--- config.mk ---
export PLATFORM = sky130hd
export DESIGN_NAME = mti_flow
export DESIGN_NICKNAME = d
export VERILOG_FILES = /design/src/sv/mti_pkg.sv /design/src/sv/mti_flow.sv
export SDC_FILE = /design/constraint.sdc
export NUM_CORES = 1
export LEC_CHECK = 0
export ABC_CLOCK_PERIOD_IN_PS = 1650
export BUFFER_PORTS_ARGS = -buffer_cell sky130_fd_sc_hd__buf_2
export CAP_MARGIN = 30
export CORE_MARGIN = 10
export CORE_UTILIZATION = 30
export DETAILED_ROUTE_END_ITERATION = 6
export PLACE_DENSITY_LB_ADDON = 0.2
export SLEW_MARGIN = 15
export SYNTH_ARGS = -nofsm -noshare
export SYNTH_HDL_FRONTEND = slang
export SYNTH_SLANG_ARGS = --single-unit
--- constraint.sdc ---
create_clock -name clk -period 1.65 [get_ports clk]
set_input_delay 0.165 -clock clk [delete_from_list [all_inputs] [get_ports clk]]
set_output_delay 0.165 -clock clk [all_outputs]
set_load 0.02 [all_outputs]
--- src/sv/mti_pkg.sv ---
// ----------------------------------------------------------------------------
// mti_pkg
// Shared constants and types for the masked trilinear interpolation pipeline.
// ----------------------------------------------------------------------------
package mti_pkg;

    localparam int VALUE_BITS_DEFAULT       = 32;
    localparam int WEIGHT_FRAC_BITS_DEFAULT = 16;

    localparam int LERP_STAGES = 3;
    localparam int NUM_AXES    = 3;
    localparam int NUM_STAGES  = LERP_STAGES * NUM_AXES;

    localparam int Z_FIRST = 0;
    localparam int Y_FIRST = LERP_STAGES;
    localparam int X_FIRST = 2 * LERP_STAGES;

    typedef struct packed {
        logic [NUM_STAGES-1:0] load;
        logic [NUM_STAGES-1:0] valid;
    } pipe_ctrl_t;

endpackage

--- src/sv/mti_flow.sv ---
// ----------------------------------------------------------------------------
// mti_flow
// Valid chain and per-stage load enables; each stage moves on when it is
// empty or the stage after it moves on.
// ----------------------------------------------------------------------------
module mti_flow (
    input  logic                clk,
    input  logic                rst_n,
    input  logic                in_valid,
    output logic                in_ready,
    input  logic                out_ready,
    output logic                out_valid,
    output mti_pkg::pipe_ctrl_t ctrl
);

    localparam int N = mti_pkg::NUM_STAGES;

    logic [N-1:0] valid_reg;
    logic [N-1:0] valid_next;
    logic [N:0]   stage_ready;
    logic [N-1:0] load;

    always_comb
    begin
        stage_ready[N] = out_ready;
        for (int k = N - 1; k >= 0; k--)
        begin
            stage_ready[k] = !valid_reg[k] || stage_ready[k+1];
        end
        load = stage_ready[N-1:0];
        for (int k = 0; k < N; k++)
        begin
            if (load[k])
            begin
                valid_next[k] = (k == 0) ? in_valid : valid_reg[(k == 0) ? 0 : k - 1];
            end
            else
            begin
                valid_next[k] = valid_reg[k];
            end
        end
    end

    always_ff @(posedge clk or negedge rst_n)
    begin
        if (!rst_n)
        begin
            valid_reg <= '0;
        end
        else
        begin
            valid_reg <= valid_next;
        end
    end

    assign in_ready   = stage_ready[0];
    assign out_valid  = valid_reg[N-1];
    assign ctrl.load  = load;
    assign ctrl.valid = valid_reg;

endmodule

* Yosys cells after proc, flatten, opt, wreduce, memory -nomap -nowiden *
Cells that the tools add are included.

word-level totals
  register bits = 9
  bits in latches = 0
  memory bits (writable) = 0
  memory bits (read-only) = 0
  output and inout bits = 20
  word-level logic and storage cells = 27
  memories kept = 0

cells by class
  add/sub/neg operators = 0
  multiply operators = 0
  div/mod/pow operators = 0
  order comparisons = 0
  equality and inequality tests = 0
  shifts and indexed selects = 0
  multiplexer cells = 0
  bitwise gates (word level) = 0
  reduce and logical (&&, ||, !) cells = 18

operators with widths
  operator           count
  logical NOT 1 bit  9
  logical OR 1 bit   9

* Logic depth before layout (Yosys ltp) *
  depth in word-level cells = 10
  gate-level depth with buffers = 5
  depth with buffers taken out = 2

* Least setup slack after synthesis *
OpenSTA, ideal clock, no wires.

  kind = register -> output
  start point = register valid_reg[8]
  end point = output port ctrl[9] (netlist name)
  arrival = 1,443 ps
  data required time = 1,485 ps
  slack = 42 ps
  stages on the path, launching flop included = 6
  buffers on the path = 3
  path through = dfrtp_1 and4b_1 buf_6 buf_6 nand4_1 buf_4

on the way
  cells in the longest elaborated chain, start to end = 10

RTL lines
  what                            line            source
  from (decl)                     mti_flow.sv:18  logic [N-1:0] valid_reg;
  from (signal assigned)          mti_flow.sv:52  valid_reg <= valid_next;
  logical NOT 1 bit               mti_flow.sv:28  stage_ready[k] = !valid_reg[k] || stage_ready[k+1];
  logical OR 1 bit (9 in series)  mti_flow.sv:28
  to (decl)                       mti_flow.sv:13  output mti_pkg::pipe_ctrl_t ctrl

Every way passes these cells.

==> results.toml <==
[timing]
maxSlewHeadroom_pct = 86.2
rsz0062_at_grt = "no"
finalCritPeriodShare_pct = 89.7
slew_violations = 0
tightest_slew_ps = 206
layout_min_cycle_time_ps = 1480
clock_skew_ps = 0.425
final-setup-viol-count = 0
hold_viol = 0
timing.fmax_ghz = 0.676
setup-tns-final_ps = 0

[floorplan]
row_count = 13
core_sq_um = 1280
dieHeight_microns = 56.8
initial_core_util_pct = 31.5
die_w_microns = 56.8
pin_count = 24
die_area_sq_um = 3220

[synthesis]
netlist_area_sq_um = 405
synthAdderAreaFrac_pct = 0
mappedNetlistNets = 38
yosys_warnings = 0
yosys.area_share.simple_pct = 20.1
synth-seq-cells = 9
postSynthCellCount = 34
synth-edff-count = 0
yosys-top-cells-count = "dfrtp_1 (9), nand2b_1 (3)"
synth_area_per_cell_sq_um = 11.9
synth-compound-area-share_pct = 13.0
yosys.area.top_type = "dfrtp_1"
async_flop_share_pct = 100
synth_top_family_by_area = "simple AND/OR/NAND/NOR gates"
yosysMostFrequentCell = "dfrtp_1"
synthMuxAreaShare_pct = 0
netlist.area_leader.share_pct = 55.6
synthTopCellsByArea = "dfrtp_1 (56%), buf_6 (5.6%), a41o_1 (4.9%), nand2b_1 (4.6%), a31o_2 (4.3%)"
synth_xor_area_share_pct = 0
synth-main-ff-cell = "dfrtp_1"
synth_seq_area_share_pct = 55.6
yosysUniqueCellTypes = 16

[status]
outcome = "finished clean"

[placement]
dp_hpwl_microns = 799
globalplace.congestion = 0.662
port_buffers = 23

[clocking]
cts_buffers = 3
htree_levels = 1
cts_root_buf = "clkbuf_4"
clk_pin_slew_ps = 60
clock_latency_ps = 250
ctsLongestPathBuffers = 2
clkSinkCount = 9
cts_tree = "done"

[setup_path]
startpoint_type = "register"
crit_type = "reg -> out"
reg2reg_from = "valid_reg[4]$_DFFE_PN0P_"
path_max_fanout = 7
required_ps = 1480
arrival_ps = 1320
crit_path_end_kind = "output pin"
crit_start = "valid_reg[4]$_DFFE_PN0P_"

[detailed_routing]
via_per_inst = 4.74
vias = 346
detail-route-antenna-nets = 0
finalWirelength_microns = 1010
drt_iter0_markers = 3
drc = 0
first_pass_iters = 4
wl_per_cell_microns = 13.8

[grt]
grt_overflow = 0
antenna_found_initial = 0
grt_use_total_pct = 6.45
grt_pass1_wl_microns = 1680
grt_pass1_vias = 367
grt_start_max_net_pins = 15

[pwr]
power_density_nw_per_um2 = 1400
leakagePower_nw = 0.250
ir_drop_v = 0.000452

[layout]
syn_to_final_growth_pct = 34.6
drive_gt1_share_pct = 53.4
largest_reg_flops = 9
nets = 63
fin_util_pct = 42.5
diodes = 0

[hold_path]
min-delay-start = "in_valid"
hp-class = "in -> reg"

[run]
drv_cap = 0
[placed cells by master, fill, tap and decap left out]
master and count:
nand4_1 2, and4_2 1, clkbuf_4 3, dlygate4sd3_1 1, buf_4 1, nand3_1 2, nand2_1 2, nand3b_1 1
or2_1 1, buf_2 23, and4b_4 1, clkbuf_1 1, a31o_2 2, a21o_1 2, dfrtp_1 9, inv_1 1
a41o_1 2, nand2b_1 3
[report_power, final]
group          internal [mW]  switching, mW  total [mW]
Combinational          0.111          0.192       0.303
Clock                 0.0931         0.0748       0.168
Sequential             0.259         0.0363       0.295
[per-stage QoR]
| stage | power (mW) | instance area (sq um) | std cells | hold WS [ps] | setup slack, ps |
|---|---|---|---|---|---|
| after floorplan | 0.514 | 405 | 34 | -131 | 41.6 |
| after global placement | 0.599 | 504 | 68 | 29.0 | 297 |
| after detailed placement | 0.600 | 504 | 68 | 27.7 | 246 |
| after CTS | 0.775 | 542 | 73 | 94.9 | 85.7 |
| after global routing | 0.817 | 546 | 73 | 103 | 28.2 |
| final | 0.766 | 546 | 73 | 93.8 | 170 |
[area by class of cell]
| class | count | area, sq um |
|---|---|---|
| clock buffer | 4 | 26.3 |
| fill | 126 | 739 |
| inverter | 1 | 3.75 |
| multi-input combinational | 19 | 139 |
| sequential | 9 | 225 |
| tap | 15 | 18.8 |
| timing repair buffer | 25 | 133 |
[final timing paths]
check | end | slack [ps] | cells past startpoint
setup / recovery | ctrl[9] | 170 | 3
hold / removal | valid_reg[0]$_DFFE_PN0P_ | 90 | 2
setup reg to reg | valid_reg[1]$_DFFE_PN0P_ | 580 | 2
hold reg to reg | valid_reg[3]$_DFFE_PN0P_ | 490 | 1
max in group asynchronous | valid_reg[7]$_DFFE_PN0P_ | 1190 | 2
min in group asynchronous | valid_reg[3]$_DFFE_PN0P_ | 290 | 2
[repair_timing]
item,4_1_cts,5_1_grt
hold buffers,1,0
gates resized for setup,1,2
endpoints found under the setup margin,2,2
buffers inserted,0,0
hold endpoints to repair,9,0
[kinds of logic after synthesis]
group,count (synthesis)
and+or+nand+nor,13
DFF,9
AOI/OAI and AO/OA,6
buffers and inverters,6
[per-layer routing]
| metal | GRT usage [%] | up-vias | share of wire (%) |
|---|---|---|---|
| li1 | - | 167 | - |
| met1 | 7.15 | 162 | 46 |
| met2 | 8.78 | 17 | 44 |
| met3 | 3.60 | 0 | 10 |
| met4 | 5.03 | 0 | 0 |
| met5 | 0 | - | 0 |
[worst max-delay path, cell delays in order (launching register included)]
cell,delay [ps]
dfrtp_1,440
and4_2,320
nand4_1,120
buf_2,180
Power figures use the tool's default switching activity.
