--- src/sv/mti_pkg.sv ---
// ----------------------------------------------------------------------------
// mti_pkg
// Shared constants and types for the masked trilinear interpolation pipeline.
// ----------------------------------------------------------------------------
package mti_pkg;

    localparam int VALUE_BITS_DEFAULT       = 32;
    localparam int WEIGHT_FRAC_BITS_DEFAULT = 16;

    localparam int LERP_STAGES = 3;
    localparam int NUM_AXES    = 3;
    localparam int NUM_STAGES  = LERP_STAGES * NUM_AXES;

    localparam int Z_FIRST = 0;
    localparam int Y_FIRST = LERP_STAGES;
    localparam int X_FIRST = 2 * LERP_STAGES;

    typedef struct packed {
        logic [NUM_STAGES-1:0] load;
        logic [NUM_STAGES-1:0] valid;
    } pipe_ctrl_t;

endpackage

--- src/sv/mti_lerp.sv ---
// ----------------------------------------------------------------------------
// mti_lerp
// Three-stage masked blend: lo + floor(w * (hi - lo) / ONE), with the weight
// forced to one or zero by the solid flags; carries the ORed fluid flag.
// ----------------------------------------------------------------------------
module mti_lerp #(
    parameter int VALUE_BITS       = mti_pkg::VALUE_BITS_DEFAULT,
    parameter int WEIGHT_FRAC_BITS = mti_pkg::WEIGHT_FRAC_BITS_DEFAULT
) (
    input  logic                                 clk,
    input  logic [mti_pkg::LERP_STAGES-1:0]      load,
    input  logic signed [VALUE_BITS-1:0]         lo,
    input  logic signed [VALUE_BITS-1:0]         hi,
    input  logic [WEIGHT_FRAC_BITS:0]            weight,
    input  logic                                 lo_fluid,
    input  logic                                 hi_fluid,
    output logic signed [VALUE_BITS-1:0]         result,
    output logic                                 fluid
);

    localparam int VB = VALUE_BITS;
    localparam int WF = WEIGHT_FRAC_BITS;
    localparam logic [WF:0] WONE = {1'b1, {WF{1'b0}}};

    logic [WF:0]               w_sel;
    logic signed [VB:0]        diff_next;

    logic [WF:0]               w_s0_reg;
    logic signed [VB:0]        diff_s0_reg;
    logic signed [VB-1:0]      lo_s0_reg;
    logic                      fluid_s0_reg;

    logic signed [VB+WF+2:0]   prod_next;
    logic signed [VB+WF+2:0]   prod_s1_reg;
    logic signed [VB-1:0]      lo_s1_reg;
    logic                      fluid_s1_reg;

    logic signed [VB-1:0]      result_next;
    logic signed [VB-1:0]      result_reg;
    logic                      fluid_s2_reg;

    always_comb
    begin
        if (!lo_fluid)
        begin
            w_sel = WONE;
        end
        else if (!hi_fluid)
        begin
            w_sel = '0;
        end
        else if (weight > WONE)
        begin
            w_sel = WONE;
        end
        else
        begin
            w_sel = weight;
        end
        diff_next   = $signed({hi[VB-1], hi}) - $signed({lo[VB-1], lo});
        prod_next   = $signed({{(VB+1){1'b0}}, w_s0_reg})
                    * $signed({{(WF+2){diff_s0_reg[VB]}}, diff_s0_reg});
        result_next = lo_s1_reg + $signed(prod_s1_reg[WF+VB-1:WF]);
    end

    always_ff @(posedge clk)
    begin
        if (load[0])
        begin
            w_s0_reg     <= w_sel;
            diff_s0_reg  <= diff_next;
            lo_s0_reg    <= lo;
            fluid_s0_reg <= lo_fluid || hi_fluid;
        end
        if (load[1])
        begin
            prod_s1_reg  <= prod_next;
            lo_s1_reg    <= lo_s0_reg;
            fluid_s1_reg <= fluid_s0_reg;
        end
        if (load[2])
        begin
            result_reg   <= result_next;
            fluid_s2_reg <= fluid_s1_reg;
        end
    end

    assign result = result_reg;
    assign fluid  = fluid_s2_reg;

endmodule

--- config.mk ---
export PLATFORM = sky130hd
export DESIGN_NAME = mti_lerp
export DESIGN_NICKNAME = d
export VERILOG_FILES = /design/src/sv/mti_pkg.sv /design/src/sv/mti_lerp.sv
export SDC_FILE = /design/constraint.sdc
export NUM_CORES = 2
export LEC_CHECK = 0
export BUFFER_PORTS_ARGS = -buffer_cell sky130_fd_sc_hd__buf_2
export CORE_MARGIN = 2
export CORE_UTILIZATION = 55
export CTS_BUF_LIST = sky130_fd_sc_hd__clkbuf_8
export DETAILED_ROUTE_END_ITERATION = 12
export GPL_TIMING_DRIVEN = 0
export PLACE_DENSITY = 0.69
export REMOVE_ABC_BUFFERS = 1
export SLEW_MARGIN = 10
export SYNTH_ARGS = -nofsm -noshare
export SYNTH_HDL_FRONTEND = slang
export SYNTH_SLANG_ARGS = --single-unit
--- constraint.sdc ---
create_clock -name clk -period 7.4 [get_ports clk]
set_input_delay 0.37 -clock clk [delete_from_list [all_inputs] [get_ports clk]]
set_output_delay 0.37 -clock clk [all_outputs]
set_load 0.02 [all_outputs]
# After elaboration in Yosys (flattened, before gate mapping)
# Index checks and enable logic that the tools add are counted.
[classes]
multipliers = 1
muxes = 2
order_cmp = 1
n_reduce_logical = 2
addsub = 2
bitwise_logic = 2
[ops]
columns = ["operator", "n"]
rows = [
  ["multiplier 18 x 33 -> 48 bit", 1],
  ["2-to-1 mux 17 bit", 2],
  ["subtractor 32 x 32 -> 33 bit", 1],
  ["adder 32 bit", 1],
  ["greater-than comparator 17 bit, second input constant", 1],
  ["OR reduction 3 bit", 1],
  ["inverter 1 bit", 2],
  ["logical OR 1 bit", 1],
]
[totals]
output_inout_bits = 33
ff_bits = 197

# Logic depth before layout (Yosys ltp)
[logic_depth]
word_depth = 3
depth_mapped = 25
mapped_depth_nobuf = 24

# Worst setup path after synthesis
# No wires, ideal clock.
[synth_timing]
path_kind = "reg-to-reg"
start = "reg diff_s0_reg[17]"
end = "reg prod_s1_reg[43] (data pin)"
stages_incl_launch_ff = 23
required_time_ps = 7135
setup_slack_ps = 1341
arrival_time_ps = 5794
synth_period_minus_slack_ps = 6059
cell_sequence = "edfxtp_1 > clkbuf_1 > nand2_1 > fa_1 > fa_1 > inv_1 > fa_1 > fa_1 > fa_1 > inv_1 > fa_1 > inv_1 > ha_1 > clkbuf_1 > a21oi_1 > o211ai_1 > a21boi_1 > o211ai_1 > a31oi_1 > o21ai_1 > a311oi_2 > o21ai_0 > xor2_1"
[synth_via]
elab_chain_cells = 1
[synth_rtl]
columns = ["element", "line", "text"]
rows = [
  ["start, declared", "mti_lerp.sv:29", "logic signed [VB:0] diff_s0_reg;"],
  ["start signal, assigned", "mti_lerp.sv:71", "diff_s0_reg <= diff_next;"],
  ["multiplier 18 x 33 -> 48 bit", "mti_lerp.sv:62", "* $signed({{(WF+2){diff_s0_reg[VB]}}, diff_s0_reg});"],
  ["net prod_next[43]", "mti_lerp.sv:33", "logic signed [VB+WF+2:0] prod_next;"],
  ["end signal, assigned", "mti_lerp.sv:77", "prod_s1_reg <= prod_next;"],
  ["end, declared", "mti_lerp.sv:34", "logic signed [VB+WF+2:0] prod_s1_reg;"],
]
# The timed path passes the listed nets, and every way through them passes these cells.
# A chain may end at the register's enable or synchronous reset.

# Final worst setup path
[layout_timing]
start = "reg diff_s0_reg[27]"
end = "reg prod_s1_reg[46] (data pin)"
# The elaborated chain is that of the path after synthesis.

==> qor.yml <==
cts_buffer_depth: 2
first_pass_iters: 6
mostFrequentLayoutCells: "inv_1 (625), fa_1 (516), nand2_1 (312)"
drv_cap: 0
post-route-cell-area_mm2: 0.0295
worst_clock_skew_ns: 0.0205
die-area_mm2: 0.0515
ys_warn_count: 0
fp.coreArea_mm2: 0.0491
synth_edf_count: 181
setup_viol: 0
place_inst: 3452
clock_latency_ns: 0.51
synth.distinct_cells: 68
clk_pin_slew_ns: 0.11
fillerInstances: 4134
syn_inst: 2755
grt_remaining_overflow: 0
cp_max_fo: 17
worstSetupEndpointType: "flip-flop"
worstMarginPinSlew_ns: 1.30
max-slew-margin-rel_pct: 13.0
clock-sinks: 181
outcome: "completed"
cts_root_buf: "clkbuf_8"
drive_above_1_share_pct: 7.96
via_per_inst: 5.40
cp.arrival_ns: 7.36
hold_path.class: "input pin to flip-flop"
rsz0062_at_grt: "false"
row_count: 81
syn_area_per_cell_um2: 9.93
hold_viol_final: 0
antenna_found_initial: 3
grt_pass1_vias: 20600
fp.dieH_um: 227
dp_slack_ns: -0.129
remaining_drc_errors: 0
dp_hpwl_mm: 50.3
worstSetupStartpointType: "flip-flop"
cts_tree: "yes"
final_common_cell: "inv_1"
fin_crit_ns: 7.13
setup_ws_ns: 0.273
io_buffers: 119
die_w_um: 227
max_freq_mhz: 140
ys.flop_type: "edfxtp_1"
syn-cell-area_mm2: 0.0273
crit_type: "flip-flop to flip-flop"
drv_slew: 0
postRouteAntennaNets: 0
fin_crit_sh_pct: 96.3
post_dp_cell_area_mm2: 0.0287
vias: 19000
nets: 3616
cts_max_level: 4
io-pin-count: 120
ys_async_sr_fraction_pct: 0
grt_usage_pct: 26.5
largest_register_ffs: 33
area_growth_pct: 7.85
wl_per_cell_um: 18.3
whs_ns: 0.0467
grt_max_degree: 59
ys_seq_area_share_pct: 19.9
start_util_pct: 55.7
cts_buffers: 17
synth-seq-cells: 181
grt_pass1_wl_mm: 105
required_ns: 7.64
stdcell_count: 3519
drt-total-wl_mm: 64.6
drt_iter0_drc: 1109
gp_congestion: 0.893
[timing repair]
item	CTS	global route
gates resized for setup	0	1
buffers inserted	4	27
hold buffers	0	0
endpoints found under the setup margin	6	8
[per-layer routing]
metal,track usage (%),up-vias,wire length (um)
met4,9.30,4,2060
li1,-,8582,-
met3,3.72,129,3480
met1,33.5,9728,25900
met2,46.6,559,33100
met5,0,-,35
[cell families after synthesis]
| family | Yosys count | synth area share [%] |
|---|---|---|
| simple gates | 789 | 14.6 |
| compound gates | 276 | 6.80 |
| flops | 181 | 19.9 |
| xor+xnor | 96 | 3.07 |
| mux | 1 | 0.0366 |
| fa+ha+maj | 689 | 45.7 |
| buf+inv | 723 | 9.92 |
[stage by stage]
stage	util (%)	TNS (ns)
after floorplan	-	0
after global placement	57.9	-0.666
after detailed placement	58.5	-0.236
after CTS	59.5	0
after global routing	60.1	0
final	60.1	0
[critical path: stages, from the launching register on]
cell      delay (ns)
edfxtp_1        0.95
nand2_1         0.18
fa_1            0.54
fa_1            0.54
inv_1           0.05
fa_1            0.49
inv_1           0.05
fa_1            0.58
fa_1            0.45
fa_1            0.52
inv_1           0.06
ha_1            0.34
a21o_1          0.20
a21o_1          0.18
a211oi_1        0.43
o211ai_1        0.16
a31oi_1         0.26
nor2_1          0.11
a31oi_1         0.38
o31ai_1         0.17
xor2_1          0.19
[area by class of cell]
cell class,instances,area [um2],share of cell area (%)
Multi-Input combinational cell,1851,19200,65.1
Sequential cell,181,5440,18.4
Inverter,625,2350,7.96
Timing Repair Buffer,164,1240,4.21
Tap cell,664,831,2.82
Clock buffer,17,234,0.793
Clock inverter,15,198,0.670
Antenna cell,2,5.00,0.0170
[cells in the mapped netlist, types with 2 or more instances]
library cell	n	area (um2)
and2_1	309	1930
o31ai_2	2	25.0
nand2b_1	13	81.3
or2_2	5	31.3
o21ai_2	3	26.3
a21o_1	39	293
nor4_1	6	37.5
a21oi_1	87	435
o211ai_1	8	60.1
a221oi_2	2	30.0
nand4_1	9	56.3
o21a_1	19	143
a311o_1	2	20.0
a221o_1	3	30.0
xnor2_1	73	639
xor2_1	23	201
nor2b_1	12	75.1
o22ai_1	5	31.3
o21ai_1	5	25.0
a211o_1	2	17.5
or3_1	2	12.5
a31oi_1	9	56.3
inv_1	625	2350
a31o_2	2	17.5
clkbuf_1	98	368
ha_1	173	2160
o31ai_1	6	45.0
o21bai_1	6	45.0
nand3_1	18	90.1
nor2_1	63	236
o311ai_1	2	17.5
nand2_1	312	1170
fa_1	516	10300
and3_1	5	31.3
nor3_1	19	95.1
o31a_1	5	43.8
edfxtp_1	181	5440
and4_1	6	52.6
o21ai_0	42	210
a211oi_1	10	75.1
[worst paths after layout]
path | startpoint | end | slack [ns] | cells past startpoint
min | lo[30] | lo_s0_reg[30] | 0.05 | 1
min reg2reg | lo_s0_reg[7] | lo_s1_reg[7] | 0.43 | 0
max | diff_s0_reg[27] | prod_s1_reg[46] | 0.27 | 20
max reg2reg | diff_s0_reg[27] | prod_s1_reg[46] | 0.27 | 20
Power is left out: the tool's default activity adds up to more than one toggle a clock period on the data nets, which glitch-free logic cannot reach.
